$ cat src/modified_utf8_canonicalizer_macros.svh
// Assertion macros shared by the canonicalizer RTL.
`ifndef MODIFIED_UTF8_CANONICALIZER_MACROS_SVH
`define MODIFIED_UTF8_CANONICALIZER_MACROS_SVH

// same-cycle implication, disabled in reset
`define MU8C_ASSERT_NOW(label, ante, cons, msg) \
  label: assert property (@(posedge clk) disable iff (!rst_n) (ante) |-> (cons)) \
    else $error(msg);

// next-cycle implication, disabled in reset
`define MU8C_ASSERT_NEXT(label, ante, cons, msg) \
  label: assert property (@(posedge clk) disable iff (!rst_n) (ante) |=> (cons)) \
    else $error(msg);

`endif

$ cat src/mu8c_pkg.sv
// Shared types and constants of the modified UTF-8 canonicalizer.
package mu8c_pkg;

  localparam logic [16:0] LEN_CAP = 17'd65535;

  localparam int QDEPTH = 4;
  localparam int QPTR_W = $clog2(QDEPTH);
  localparam int QCNT_W = $clog2(QDEPTH + 1);

  localparam logic [1:0] KIND_DATA = 2'd0;
  localparam logic [1:0] KIND_DONE = 2'd1;
  localparam logic [1:0] KIND_ERR  = 2'd2;

  typedef struct packed {
    logic        err;
    logic        done;
    logic [1:0]  nbytes;
    logic [7:0]  b0;
    logic [7:0]  b1;
    logic [7:0]  b2;
    logic [15:0] len;
  } job_t;

endpackage

$ cat src/mu8c_front.sv
// Front end: decode each input byte and build one job record of results.
module mu8c_front (
  input  logic             clk,
  input  logic             rst_n,
  input  logic             accept,
  input  logic [7:0]       in_byte,
  input  logic             fin,
  output mu8c_pkg::job_t   job,
  output logic             has_result
);

  localparam logic [1:0] PH_IDLE   = 2'd0;
  localparam logic [1:0] PH_SECOND = 2'd1;
  localparam logic [1:0] PH_THIRD  = 2'd2;
  localparam logic [1:0] PH_DROP   = 2'd3;

  logic [1:0]  phase_r, phase_nxt;
  logic        lit_r, lit_nxt;
  logic [10:0] pc_r, pc_nxt;
  logic [15:0] held_r, held_nxt;
  logic [15:0] cnt_r, cnt_nxt;

  logic        emit, fail, over, cont_ok;
  logic [1:0]  ecnt;
  logic [7:0]  e0, e1, e2;
  logic [10:0] code2;
  logic [15:0] code3;
  logic [16:0] sum;

  always_comb begin
    phase_nxt = phase_r;
    lit_nxt   = lit_r;
    pc_nxt    = pc_r;
    held_nxt  = held_r;
    cnt_nxt   = cnt_r;
    emit      = 1'b0;
    fail      = 1'b0;
    ecnt      = 2'd0;
    e0        = 8'h00;
    e1        = 8'h00;
    e2        = 8'h00;
    code2     = {pc_r[4:0], in_byte[5:0]};
    code3     = {pc_r[9:0], in_byte[5:0]};
    cont_ok   = (in_byte[7:6] == 2'b10);
    job       = '0;
    unique case (phase_r)
      PH_IDLE: begin
        if (in_byte != 8'h00 && !in_byte[7]) begin
          emit = 1'b1;
          ecnt = 2'd1;
          e0   = in_byte;
        end else if (in_byte == 8'h00 || !in_byte[6] || in_byte[7:4] == 4'hF || fin) begin
          fail = 1'b1;
        end else begin
          lit_nxt   = in_byte[5];
          pc_nxt    = {6'd0, in_byte[4:0]};
          held_nxt  = {in_byte, 8'h00};
          phase_nxt = PH_SECOND;
        end
      end
      PH_SECOND: begin
        if (!cont_ok) begin
          fail = 1'b1;
        end else if (lit_r) begin
          if (fin) begin
            fail = 1'b1;
          end else begin
            pc_nxt    = code2;
            held_nxt  = {held_r[15:8], in_byte};
            phase_nxt = PH_THIRD;
          end
        end else if (code2 != 11'd0 && code2 < 11'h080) begin
          emit = 1'b1;
          ecnt = 2'd1;
          e0   = code2[7:0];
        end else begin
          emit = 1'b1;
          ecnt = 2'd2;
          e0   = held_r[15:8];
          e1   = in_byte;
        end
      end
      PH_THIRD: begin
        if (!cont_ok) begin
          fail = 1'b1;
        end else if (code3 != 16'd0 && code3 < 16'h0080) begin
          emit = 1'b1;
          ecnt = 2'd1;
          e0   = code3[7:0];
        end else if (code3 < 16'h0800) begin
          emit = 1'b1;
          ecnt = 2'd2;
          e0   = {3'b110, code3[10:6]};
          e1   = {2'b10, code3[5:0]};
        end else begin
          emit = 1'b1;
          ecnt = 2'd3;
          e0   = held_r[15:8];
          e1   = held_r[7:0];
          e2   = in_byte;
        end
      end
      default: begin
        if (fin) begin
          phase_nxt = PH_IDLE;
        end
      end
    endcase

    sum  = {1'b0, cnt_r} + {15'd0, ecnt};
    over = emit && (sum > mu8c_pkg::LEN_CAP);

    if (fail || over) begin
      job.err   = 1'b1;
      cnt_nxt   = 16'd0;
      lit_nxt   = 1'b0;
      phase_nxt = fin ? PH_IDLE : PH_DROP;
    end else if (emit) begin
      job.nbytes = ecnt;
      job.b0     = e0;
      job.b1     = e1;
      job.b2     = e2;
      job.done   = fin;
      job.len    = sum[15:0];
      cnt_nxt    = fin ? 16'd0 : sum[15:0];
      lit_nxt    = 1'b0;
      phase_nxt  = PH_IDLE;
    end
    has_result = fail || emit;
  end

  always_ff @(posedge clk) begin
    if (!rst_n) begin
      phase_r <= PH_IDLE;
      lit_r   <= 1'b0;
      cnt_r   <= 16'd0;
    end else if (accept) begin
      phase_r <= phase_nxt;
      lit_r   <= lit_nxt;
      cnt_r   <= cnt_nxt;
    end
  end

  always_ff @(posedge clk) begin
    if (accept) begin
      pc_r   <= pc_nxt;
      held_r <= held_nxt;
    end
  end

endmodule

$ cat src/mu8c_fifo.sv
// Short job queue between the decoder and the result serializer.
module mu8c_fifo (
  input  logic           clk,
  input  logic           rst_n,
  input  logic           push,
  input  mu8c_pkg::job_t push_job,
  input  logic           pop,
  output mu8c_pkg::job_t head,
  output logic           head_valid,
  output logic           full
);

  mu8c_pkg::job_t                 mem_r [mu8c_pkg::QDEPTH];
  logic [mu8c_pkg::QPTR_W-1:0]    wr_r, wr_nxt, rd_r, rd_nxt;
  logic [mu8c_pkg::QCNT_W-1:0]    cnt_r, cnt_nxt;

  assign head       = mem_r[rd_r];
  assign head_valid = (cnt_r != '0);
  assign full       = (cnt_r == mu8c_pkg::QCNT_W'(mu8c_pkg::QDEPTH));

  always_comb begin
    wr_nxt  = wr_r;
    rd_nxt  = rd_r;
    cnt_nxt = cnt_r;
    if (push) begin
      wr_nxt = (wr_r == mu8c_pkg::QPTR_W'(mu8c_pkg::QDEPTH - 1)) ? '0 : wr_r + 1'b1;
    end
    if (pop) begin
      rd_nxt = (rd_r == mu8c_pkg::QPTR_W'(mu8c_pkg::QDEPTH - 1)) ? '0 : rd_r + 1'b1;
    end
    if (push && !pop) begin
      cnt_nxt = cnt_r + 1'b1;
    end else if (pop && !push) begin
      cnt_nxt = cnt_r - 1'b1;
    end
  end

  always_ff @(posedge clk) begin
    if (!rst_n) begin
      wr_r  <= '0;
      rd_r  <= '0;
      cnt_r <= '0;
    end else begin
      wr_r  <= wr_nxt;
      rd_r  <= rd_nxt;
      cnt_r <= cnt_nxt;
    end
  end

  always_ff @(posedge clk) begin
    if (push) begin
      mem_r[wr_r] <= push_job;
    end
  end

endmodule

$ cat src/mu8c_back.sv
// Back end: walk the head job and drive one result per cycle, unless stalled, into the output register.
module mu8c_back (
  input  logic           clk,
  input  logic           rst_n,
  input  mu8c_pkg::job_t head,
  input  logic           head_valid,
  output logic           pop,
  output logic           out_valid,
  input  logic           out_ready,
  output logic [1:0]     out_kind,
  output logic [7:0]     out_byte,
  output logic [15:0]    out_len,
  output logic           out_last
);

  logic [1:0]  idx_r, idx_nxt;
  logic        ov_r, ov_nxt;
  logic [1:0]  kind_r, kind_c;
  logic [7:0]  byte_r, byte_c;
  logic [15:0] len_r, len_c;
  logic        last_r, last_c;
  logic [2:0]  total;
  logic        load;

  always_comb begin
    total = {1'b0, head.nbytes} + {2'd0, head.done};
    if (head.err) begin
      kind_c = mu8c_pkg::KIND_ERR;
      last_c = 1'b1;
    end else begin
      kind_c = (idx_r < head.nbytes) ? mu8c_pkg::KIND_DATA : mu8c_pkg::KIND_DONE;
      last_c = ({1'b0, idx_r} == total - 3'd1);
    end
    byte_c = 8'h00;
    if (kind_c == mu8c_pkg::KIND_DATA) begin
      unique case (idx_r)
        2'd0:    byte_c = head.b0;
        2'd1:    byte_c = head.b1;
        default: byte_c = head.b2;
      endcase
    end
    len_c   = (kind_c == mu8c_pkg::KIND_DONE) ? head.len : 16'd0;
    load    = head_valid && (!ov_r || out_ready);
    pop     = load && last_c;
    idx_nxt = pop ? 2'd0 : (load ? idx_r + 2'd1 : idx_r);
    ov_nxt  = load ? 1'b1 : (out_ready ? 1'b0 : ov_r);
  end

  always_ff @(posedge clk) begin
    if (!rst_n) begin
      idx_r <= 2'd0;
      ov_r  <= 1'b0;
    end else begin
      idx_r <= idx_nxt;
      ov_r  <= ov_nxt;
    end
  end

  always_ff @(posedge clk) begin
    if (load) begin
      kind_r <= kind_c;
      byte_r <= byte_c;
      len_r  <= len_c;
      last_r <= last_c;
    end
  end

  assign out_valid = ov_r;
  assign out_kind  = kind_r;
  assign out_byte  = byte_r;
  assign out_len   = len_r;
  assign out_last  = last_r;

endmodule

$ cat src/modified_utf8_canonicalizer.sv
// Top level of the modified UTF-8 canonicalizer.
// Takes one byte of a modified UTF-8 string per cycle while in_tready is high (in_tlast on
// the last byte) and gives canonical bytes, then a done result with the output length, or
// one error result for a malformed or over-long string, after which input is dropped up to
// the last byte. The decoder takes a byte every cycle that in_tready allows and writes its
// results as one job into a four-entry queue; the serializer behind it gives one result per
// cycle through the output register unless out_tready holds it, so a byte's first result
// passes the queue and then the output register. in_tready falls only while the queue is
// full, when results (up to four per byte) arrive faster than the output side drains them.
`include "modified_utf8_canonicalizer_macros.svh"

module modified_utf8_canonicalizer (
  input  logic        clk,
  input  logic        rst_n,
  input  logic        in_tvalid,
  output logic        in_tready,
  input  logic [7:0]  in_tdata,   // [7:0] in_byte
  input  logic        in_tlast,
  output logic        out_tvalid,
  input  logic        out_tready,
  output logic [23:0] out_tdata,  // [7:0] out_byte, [23:8] result_length
  output logic [1:0]  out_tuser,  // [1:0] kind
  output logic        out_tlast
);

  mu8c_pkg::job_t f_job, q_head;
  logic           f_has, accept, push, pop, q_valid, q_full;
  logic [7:0]     o_byte;
  logic [15:0]    o_len;

  assign in_tready = !q_full;
  assign accept    = in_tvalid && in_tready;
  assign push      = accept && f_has;

  mu8c_front u_front (
    .clk        (clk),
    .rst_n      (rst_n),
    .accept     (accept),
    .in_byte    (in_tdata),
    .fin        (in_tlast),
    .job        (f_job),
    .has_result (f_has)
  );

  mu8c_fifo u_fifo (
    .clk        (clk),
    .rst_n      (rst_n),
    .push       (push),
    .push_job   (f_job),
    .pop        (pop),
    .head       (q_head),
    .head_valid (q_valid),
    .full       (q_full)
  );

  mu8c_back u_back (
    .clk        (clk),
    .rst_n      (rst_n),
    .head       (q_head),
    .head_valid (q_valid),
    .pop        (pop),
    .out_valid  (out_tvalid),
    .out_ready  (out_tready),
    .out_kind   (out_tuser),
    .out_byte   (o_byte),
    .out_len    (o_len),
    .out_last   (out_tlast)
  );

  assign out_tdata = {o_len, o_byte};

  `MU8C_ASSERT_NOW(a_err_last, out_tvalid && out_tuser == mu8c_pkg::KIND_ERR, out_tlast, "error result not last")
  `MU8C_ASSERT_NOW(a_done_last, out_tvalid && out_tuser == mu8c_pkg::KIND_DONE, out_tlast, "done result not last")
  `MU8C_ASSERT_NOW(a_no_overflow, push, !q_full, "job queue overflow")
  `MU8C_ASSERT_NOW(a_pop_valid, pop, q_valid, "pop from empty job queue")

endmodule
$ cat config.mk
export PLATFORM = sky130hd
export DESIGN_NAME = modified_utf8_canonicalizer
export DESIGN_NICKNAME = d
export VERILOG_FILES = /design/src/mu8c_pkg.sv /design/src/mu8c_front.sv /design/src/mu8c_fifo.sv /design/src/mu8c_back.sv /design/src/modified_utf8_canonicalizer.sv
export VERILOG_INCLUDE_DIRS = /design/src /design/src/src
export SDC_FILE = /design/constraint.sdc
export NUM_CORES = 1
export LEC_CHECK = 0
export BUFFER_PORTS_ARGS = -buffer_cell sky130_fd_sc_hd__buf_2
export CAP_MARGIN = 20
export CORE_MARGIN = 2
export CORE_UTILIZATION = 50
export DETAILED_ROUTE_END_ITERATION = 8
export PLACE_DENSITY = 0.73
export REMOVE_ABC_BUFFERS = 1
export SLEW_MARGIN = 25
export SYNTH_ARGS = -nofsm -noshare
export SYNTH_HDL_FRONTEND = slang
export SYNTH_SLANG_ARGS = --single-unit
$ cat constraint.sdc
create_clock -name clk -period 4.25 [get_ports clk]
set_clock_uncertainty 0.05 [all_clocks]
set_input_delay 0.85 -clock clk [delete_from_list [all_inputs] [get_ports clk]]
set_output_delay 0.85 -clock clk [all_outputs]
set_load 0.02 [all_outputs]
Yosys cells after proc, flatten, opt, wreduce, memory -nomap -nowiden --
Memories as Yosys holds them, arrays and structs flattened. A register that Yosys moved wholly into a read port is not among the register bits. Cells that the tools add are included.
Storage, ports and cells: output and inout bits 29, memories 1, memory bits (writable) 176, register bits 82
Memories:
- u_fifo.mem_r | depth 4, width 44, read ports 1, clocked after Yosys merged registers in 1, wr ports 1, line mu8c_fifo.sv:13 | mu8c_pkg::job_t mem_r [mu8c_pkg::QDEPTH];
Cells by class: equality and inequality tests 23, add/sub/neg operators 8, order comparisons 5, bitwise gates (word level) 4, reduce and logical (&&, ||, !) cells 42, mux-type cells 86
Operators by type and width (number):
- $mux W8 | 18
- $mux W16 | 7
- $mux W43 | 2
- $mux W10 | 5
- $mux W2 | 19
- $pmux W16 S2 | 1
- $pmux W8 S2 | 2
- $mux W1 | 24
- $pmux W8 S3 | 1
- $pmux W10 S2 | 1
- $add A16 B2 Y17 | 1
- $gt A17 B16 Y1 const B | 1
- $lt A16 B12 Y1 const B | 1
- $lt A16 B8 Y1 const B | 1
- $reduce_bool A16 Y1 | 1
- $pmux W2 S3 | 2
- $lt A11 B8 Y1 const B | 1
- $reduce_bool A11 Y1 | 1
- $logic_and A1 B1 Y1 | 10
- $eq A2 B2 Y1 const B | 4
- $logic_not A8 Y1 | 1
- $ne A4 B1 Y1 const B | 2
- $ne A4 B3 Y1 const B | 2
- $reduce_and A8 Y1 | 1
- 29 further kinds | 59

Longest topological paths before layout --
Gate-level depths: netlist of run 1.
word-level depth 13, depth in mapped cells 19

Cells and area by module --
Synthesis of run 1 repeated with hierarchy kept, for this count alone.
Second synthesis, totals: cells, all modules 716, area, all modules 11225.8 µm²
Modules (own cells, without submodules):
- mu8c_fifo | times used 1, cells each 274, area an instance 6866.6 µm²
- mu8c_front | times used 1, cells each 331, area an instance 2944.1 µm²
- mu8c_back | times used 1, cells each 108, area an instance 1396.3 µm²
- modified_utf8_canonicalizer | times used 1, cells each 3, area an instance 18.8 µm²

Worst setup path after synthesis of run 1 --
Ideal clock, no wire load.
path kind input-to-reg, from input port in_tdata[1], to memory u_fifo.mem_r[0][34] in the netlist's numbering (data pin), library setup time 0.273 ns, required time 3.927 ns, stages on the path 12, path slack 0.184 ns, arrival time 3.743 ns, buffers on the path 2, cell sequence or4_4 -> o41ai_4 -> a21oi_1 -> nor2_1 -> inv_1 -> fa_1 -> nand4b_1 -> or4_1 -> clkbuf_1 -> nand3_1 -> buf_2 -> nor2_1
RTL lines:
- start, declared | line modified_utf8_canonicalizer.sv:17 | input logic [7:0] in_tdata,
- end, declared | line mu8c_fifo.sv:13

Worst setup path in the final report of run 1 --
from register u_front.phase_r[1], to register u_front.cnt_r[9]
On the way: word-level cells in the longest chain between the ends 8, elaborated cells between the ends (all ways) 15
Ends and longest elaborated chain:
- start, declared | line mu8c_front.sv:17 | logic [1:0] phase_r, phase_nxt;
- start signal, assigned | line mu8c_front.sv:138 | phase_r <= phase_nxt;
- $eq A2 B2 Y1 (tied with other cells) | line mu8c_front.sv:46 | unique case (phase_r)
- $pmux W2 S3 | line mu8c_front.sv:46
- $add A16 B2 Y17 | line mu8c_front.sv:110 | sum = {1'b0, cnt_r} + {15'd0, ecnt};
- $gt A17 B16 Y1 | line mu8c_front.sv:111 | over = emit && (sum > mu8c_pkg::LEN_CAP);
- $logic_and A1 B1 Y1 | line mu8c_front.sv:111
- $logic_or A1 B1 Y1 | line mu8c_front.sv:113 | if (fail || over) begin
- $reduce_bool A2 Y1 (no source line)
- $reduce_and A2 Y1 (no source line)
- end signal, assigned | line mu8c_front.sv:140 | cnt_r <= cnt_nxt;
- end, declared | line mu8c_front.sv:21 | logic [15:0] cnt_r, cnt_nxt;
Several ways; a longest one is shown, not always the timed one. The select of a mux whose other input is x is not followed. A chain may end at the register's enable or synchronous reset.

==> results by group, run 1 <==
Timing
  – Final setup TNS: 0 ns
  – Final setup margin: 0.179 ns
  – Fin. max-slew vios: 0
  – Relative slew slack: 52.7%
  – Crit share post-route: 95.8%
  – Final setup fails: 0
  – Slew @ Worst Pin: 0.710 ns
  – Hold Fails Final Rpt: 0
  – Fmax: 246 MHz
  – RSZ-0062 raised after global routing: false
  – Minimum clock period: 4.07 ns

Worst setup path
  – RR Endpoint: u_front.cnt_r[9]
  – Crit path to: u_front.cnt_r[9]
  – Startpoint Class: flop
  – CP Capture Type: flop
  – R2r setup slk: 0.18 ns
  – Cells along the critical path: inv_1 > ha_1 > and4bb_2 > a21oi_1 > o21ai_0 > nor2_1 > nor2_1 > ha_1 > inv_1 > fa_1 > nand4b_1 > or4_1 > o2111a_1 > nand2_1 > or3_1 > o21ai_0
  – CP max stage delay: 0.52 ns
  – Critical path depth in cells: 16
  – Worst path bufs/invs: 2
  – WP data required: 4.60 ns
  – Arr. time, crit path: 4.42 ns
  – WS Path Type: reg2reg
  – Critical Path Start: u_front.phase_r[1]
  – Crit path max fanout: 13
  – RR Startpoint: u_front.phase_r[1]
  – R2R depth: 16
  – Slowest CP cell: or4_1
  – Largest delay share family, worst path: simple AND/OR/NAND/NOR gates

Placed design
  – Gpl congestion: 0.843
  – Hpwl dp: 14200 um
  – Port bufs: 41
  – Post-Place Setup Slack: -0.115 ns
  – Dpl cell area: 0.0117 mm2

Drt
  – DRT iter0 DRCs: 705
  – DR DRC count: 0
  – Total wire length: 21500 um
  – Vias post-DR: 6436
  – TritonRoute pass-1 iters: 6
  – Drt via density: 5.92
  – Post-route ant nets: 0
  – Routed WL per cell: 19.8 um

Pwr
  – Net Sw Frac: 31.1%
  – Sw power: 2480 uW
  – Combinational share of power: 30.2%
  – Clock power frac: 25.8%
  – Leak Pwr: 0.00422 uW
  – Power Density: 639 mW/mm2
  – Int Pwr: 5490 uW
  – Total chip power: 7980 uW
  – Peak VDD IR: 338 uV
  – Flop pwr share: 44.0%

Synthesis
  – YS warnings: 0
  – Post-synth EDFFs: 228
  – Area contributors post-synth: edfxtp_1 (62%), mux4_2 (9.0%), dfxtp_1 (5.6%)
  – Most common flop cell mapped by yosys: edfxtp_1
  – Ys async rst share: 0%
  – Mean Syn Cell Area: 15.3 um2
  – Top cell type's share of synthesized area: 62.2%
  – Distinct cell type count after synthesis: 69
  – Mapped Area: 0.0110 mm2
  – Seq/Total Area, Yosys: 67.8%
  – Synth Instances: 721
  – Largest area contributor in the netlist: edfxtp_1
  – Seq cells post-synth: 259

GRT
  – Antenna violations before repair: 0
  – Vias in the first global route: 6571
  – First-pass GRT wire length: 34500 um
  – Pin count of the biggest net entering global routing: 32
  – Overflow after GRT: 0
  – All-Layer GR Usage: 18.5%

Floorplanning
  – Io pins: 42
  – Core ar.: 0.0217 mm2
  – Die Width: 152 um
  – # rows: 54
  – Die Y: 152 um
  – Initial Util: 50.8%
  – Die area: 0.0232 mm2

Cells and area
  – Fillcell total: 1595
  – Final nets: 826
  – Commonest non-fill, non-tap cell in the layout: edfxtp_1
  – Area of the multi-input gates: 0.00332 mm2
  – Most frequent cells in the layout: edfxtp_1 (228), nor2_1 (50), mux4_2 (44)
  – Reg area: 0.00747 mm2
  – Area grow syn2layout: 13.5%
  – Fraction of layout cells with a size suffix above 1: 22.3%
  – Final non-filler cell area: 0.0125 mm2
  – Number of antenna diodes: 0

Worst hold path
  – Hold Crit Class: reg2reg

Clocking
  – Clk sinks: 259
  – Num CTS Buffers: 25
  – Clock latency on the worst-skew pair: 0.52 ns
  – Setup Fix Bufs, Post-CTS: 0
  – CTS Buffer Depth: 3
  – Post-CTS Resized: 0
  – Clock transition at path regs: 0.06 ns
  – H-Tree Depth: 1
  – # hold bufs at CTS: 0
  – Root Buffer: clkbuf_16
  – CTS tree: built

Run status
  – Status: finished clean

Run
  – Number of max-cap violations: 0
how the worst min path moves through the flow:
stage / slack, ns / endpoint / depth (start not counted) / from
6_report: 0.42 / u_back.out_valid / 2 / u_back.out_valid
5_1_grt: 0.45 / u_back.out_valid / 2 / u_back.out_valid
4_1_cts: 0.43 / u_back.out_valid / 2 / u_back.out_valid
3_5_place_dp: 0.41 / u_back.out_valid / 2 / u_back.out_valid
3_3_place_gp: 0.40 / u_back.out_valid / 2 / u_back.out_valid
2_1_floorplan: 0.40 / u_front.cnt_r[0] / 1 / u_front.cnt_r[0]
per-stage QoR:
stage / utilization, % / hold slack, ns / cells
after floorplan: - / 0.399 / 693
after global placement: 54.1 / 0.404 / 1045
after detailed placement: 54.1 / 0.412 / 1045
after CTS: 57.6 / 0.429 / 1088
after global routing: 57.6 / 0.454 / 1088
final: 57.6 / 0.424 / 1088
state kept, by name, indices dropped and copies added (netlist names), 3 cells and up, named ones only:
signal,count
u_fifo.mem_r,176
u_front.held_r,16
u_front.cnt_r,16
u_back.out_byte,8
u_fifo.cnt_r,3
u_front.pc_r,9
u_back.out_len,16
cell families (layout without fill, tap and decap cells):
logic type,after synthesis,after routing,synth area share [%]
flops,259,259,67.8
simple gates,212,212,10.2
compound gates,108,108,6.75
buf+inv,59,143,2.26
mux,46,46,9.18
fa+ha+maj,21,21,2.52
xor+xnor,15,15,1.19
other cells,1,4,0.0341
tightest hold or removal path, cell delays in order (launching register included):
cell and delay, ns:
dfxtp_1 0.32, nand2_1 0.05, a21oi_1 0.05
cells in the mapped netlist (all sizes together), types with 14 or more instances:
cell type / count
clkbuf: 15
o21ai: 24
edfxtp: 228
a21oi: 33
buf: 16
nand2: 43
nor2: 51
dfxtp: 31
nor2b: 25
ha: 19
and3: 14
mux4: 44
inv: 28
and2: 20
final cells by class:
class / instances / area share [%]
Clock buffer: 33 / 5.49
Clock inverter: 10 / 0.611
Inverter: 28 / 0.841
Multi-Input combinational cell: 406 / 26.6
Sequential cell: 259 / 59.8
Tap cell: 280 / 2.80
Timing Repair Buffer: 72 / 3.91
power groups by stage:
stage | Clock, uW | Sequential (uW) | Combinational [uW]
after floorplan | 0 | 3810 | 1400
after global placement | 0 | 3540 | 2350
after detailed placement | 0 | 3570 | 2410
after CTS | 2100 | 3510 | 2420
after global routing | 2190 | 3560 | 2620
final | 2060 | 3510 | 2410
layer usage:
metal / up-vias / part of all wire (%) / global-route usage [%]
li1: 2907 / - / -
met4: 0 / 2.0 / 5.38
met3: 39 / 7.1 / 2.99
met1: 3220 / 43 / 26.2
met5: - / 0 / 0
met2: 270 / 48 / 30.1
Note: power is estimated with default switching activity, not from simulation.
==> run 2, diff against run 1 <==
--- a/config.mk
+++ b/config.mk
@@ -8,9 +8,11 @@
 export LEC_CHECK = 0
 export BUFFER_PORTS_ARGS = -buffer_cell sky130_fd_sc_hd__buf_2
 export CAP_MARGIN = 20
+export CORE_ASPECT_RATIO = 2
 export CORE_MARGIN = 2
 export CORE_UTILIZATION = 50
 export DETAILED_ROUTE_END_ITERATION = 8
+export MAX_ROUTING_LAYER = met4
 export PLACE_DENSITY = 0.73
 export REMOVE_ABC_BUFFERS = 1
 export SLEW_MARGIN = 25
==> results by group, run 2 (synthesized netlist as in run 1, its figures left out) <==
Run status
  – Status: finished clean

Cells and area
  – Commonest non-fill, non-tap cell in the layout: edfxtp_1
  – Area grow syn2layout: 12.8%
  – Finished Core Util: 57.5% (-0.062 points)
  – Final nets: 820 (-0.73%)
  – Largest register by flop count: u_fifo.mem_r
  – Fillcell total: 1657 (+3.9%)
  – Number of antenna diodes: 0 (unchanged)
  – Max FFs per register: 176 (unchanged)
  – Fraction of layout cells with a size suffix above 1: 22.1% (-0.21 points)
  – Most frequent cells in the layout: edfxtp_1 (228), nor2_1 (50), mux4_2 (44)

Worst hold path
  – Hold Crit Class: reg2reg
  – Min-delay src: u_back.out_valid

Clocking
  – Root Buffer: clkbuf_16
  – Num CTS Buffers: 22 (-12%)
  – CTS Buffer Depth: 3 (unchanged)
  – Setup Fix Bufs, Post-CTS: 0 (unchanged)
  – CTS tree: built
  – Clock transition at path regs: 0.07 ns (about the same)
  – Post-CTS Resized: 0 (unchanged)
  – H-Tree Depth: 1 (unchanged)
  – Clk sinks: 259 (unchanged)
  – Clock latency on the worst-skew pair: 0.51 ns (about the same)
  – # hold bufs at CTS: 0 (unchanged)

Timing
  – Final setup fails: 0 (unchanged)
  – Final setup margin: 0.296 ns (+0.117 ns)
  – Minimum clock period: 3.95 ns (-0.117 ns)
  – Slew @ Worst Pin: 0.802 ns (+0.0923 ns)
  – Fin. max-slew vios: 0 (unchanged)
  – Fmax: 253 MHz (+3.0%)
  – Hold Fails Final Rpt: 0 (unchanged)
  – RSZ-0062 raised after global routing: false
  – Relative slew slack: 46.5% (-6.2 points)
  – Crit share post-route: 93.0% (-2.8 points)

Drt
  – M1 WL: 8180 um (-12%)
  – DRT iter0 DRCs: 524 (-26%)
  – Metal2 WL: 12100 um (+18%)
  – Drt via density: 5.85 (-1.1%)
  – DR top layer: met4
  – Total wire length: 22100 um (+2.5%)
  – DR DRC count: 0 (unchanged)
  – Routed WL per cell: 20.5 um (+3.7%)
  – DR WL met3: 1090 um (-28%)
  – Vias post-DR: 6289 (-2.3%)
  – TritonRoute pass-1 iters: 5 (-1)
  – Post-route ant nets: 0 (unchanged)

Pwr
  – Peak VDD IR: 354 uV (+4.8%)
  – Clock power frac: 24.8% (-1.0 points)
  – Leak Pwr: 0.00418 uW (-0.94%)
  – Net Sw Frac: 31.8% (+0.67 points)
  – Combinational share of power: 30.5% (+0.3 points)
  – Flop pwr share: 44.7% (+0.7 points)
  – Int Pwr: 5350 uW (-2.5%)
  – Power Density: 632 mW/mm2 (-0.98%)
  – Sw power: 2500 uW (+0.55%)

GRT
  – First-pass GRT wire length: 35100 um (+1.7%)
  – Pin count of the biggest net entering global routing: 45 (+41%)
  – Antenna violations before repair: 0 (unchanged)
  – All-Layer GR Usage: 20.4% (+1.9 points)
  – Vias in the first global route: 6635 (+0.97%)
  – Overflow after GRT: 0 (unchanged)

Placed design
  – Hpwl dp: 14800 um (+4.2%)
  – Port bufs: 41 (unchanged)
  – Post-Place Setup Slack: -0.0553 ns (+0.0597 ns)
  – Gpl congestion: 0.872 (+3.5%)

Worst setup path
  – Arr. time, crit path: 4.32 ns (-0.10 ns)
  – Startpoint Class: flop
  – CP Capture Type: flop
  – Critical Path Start: u_front.phase_r[1]
  – RR Startpoint: u_front.phase_r[1]
  – Crit path max fanout: 7 (-6)
  – WP data required: 4.61 ns (about the same)
  – WS Path Type: reg2reg

Floorplanning
  – Initial Util: 51.0% (+0.24 points)
  – Core ar.: 0.0216 mm2 (-0.47%)
  – Die area: 0.0233 mm2 (+0.31%)
  – Die Y: 214 um (+40%)
  – Io pins: 42 (unchanged)
  – # rows: 76 (+41%)
  – Die Width: 109 um (-29%)

Run
  – Number of max-cap violations: 0 (unchanged)
-- run 2: changes by cell type in the layout (fill, tap and decap cells not counted), moves of 3 or more --
cell	delta
clkbuf_8	-3
buf_4	-5
clkinv_4	+3
clkbuf_1	-5
-- run 2: metrics by stage --
step | total power (uW) | TNS [ns] | instance area, um2 | cells | hold WS [ns]
final | 7850 | 0 | 12400 | 1075 | 0.427
after global routing | 8230 | 0 | 12400 | 1075 | 0.466
after CTS | 7930 | 0 | 12400 | 1075 | 0.425
after detailed placement | 5980 | -0.482 | 11700 | 1035 | 0.404
after global placement | 5870 | 0 | 11700 | 1035 | 0.411
after floorplan | 5200 | -0.957 | 10900 | 693 | 0.399
-- run 2: layout make-up --
| type | instances | area (um2) | share of cell area, % |
|---|---|---|---|
| Multi-Input combinational cell | 406 | 3310 | 26.7 |
| Timing Repair Buffer | 69 | 490 | 3.95 |
| Inverter | 28 | 105 | 0.846 |
| Clock buffer | 23 | 576 | 4.63 |
| Sequential cell | 259 | 7470 | 60.1 |
| Tap cell | 273 | 342 | 2.75 |
| Clock inverter | 17 | 125 | 1.01 |
-- run 2: final timing paths --
kind	cells past startpoint	end	slack [ns]
max	17	u_front.phase_r[1]	0.30
min	2	u_back.out_valid	0.43
max reg2reg	17	u_front.phase_r[1]	0.30
min reg2reg	2	u_back.out_valid	0.43
-- run 2: critical path, stage by stage, from the launching register on --
cell and delay [ns]:
dfxtp_1 0.35, inv_1 0.15, ha_1 0.21, and4bb_2 0.33
a21oi_1 0.09, o21ai_0 0.28, nor2_1 0.16, nor2_1 0.12
ha_1 0.17, inv_1 0.06, fa_1 0.38, nand4b_1 0.17
or4_1 0.53, nor2_1 0.15, nor2_1 0.09, inv_2 0.17
nand2_1 0.11, a311oi_1 0.28
-- run 2: power groups by stage --
stage               registers, uW  clock network, uW  logic (uW)
floorplan                    3810                  0        1400
global placement             3540                  0        2330
detailed placement           3570                  0        2410
CTS                          3520               1990        2430
global route                 3550               2080        2610
finish                       3510               1950        2390
-- run 2: metal layers --
metal  track usage (%)  up-vias
met5                 -        -
met4              8.22        0
met3              2.43       39
met2              36.3      215
met1              23.0     3152
li1                  -     2883
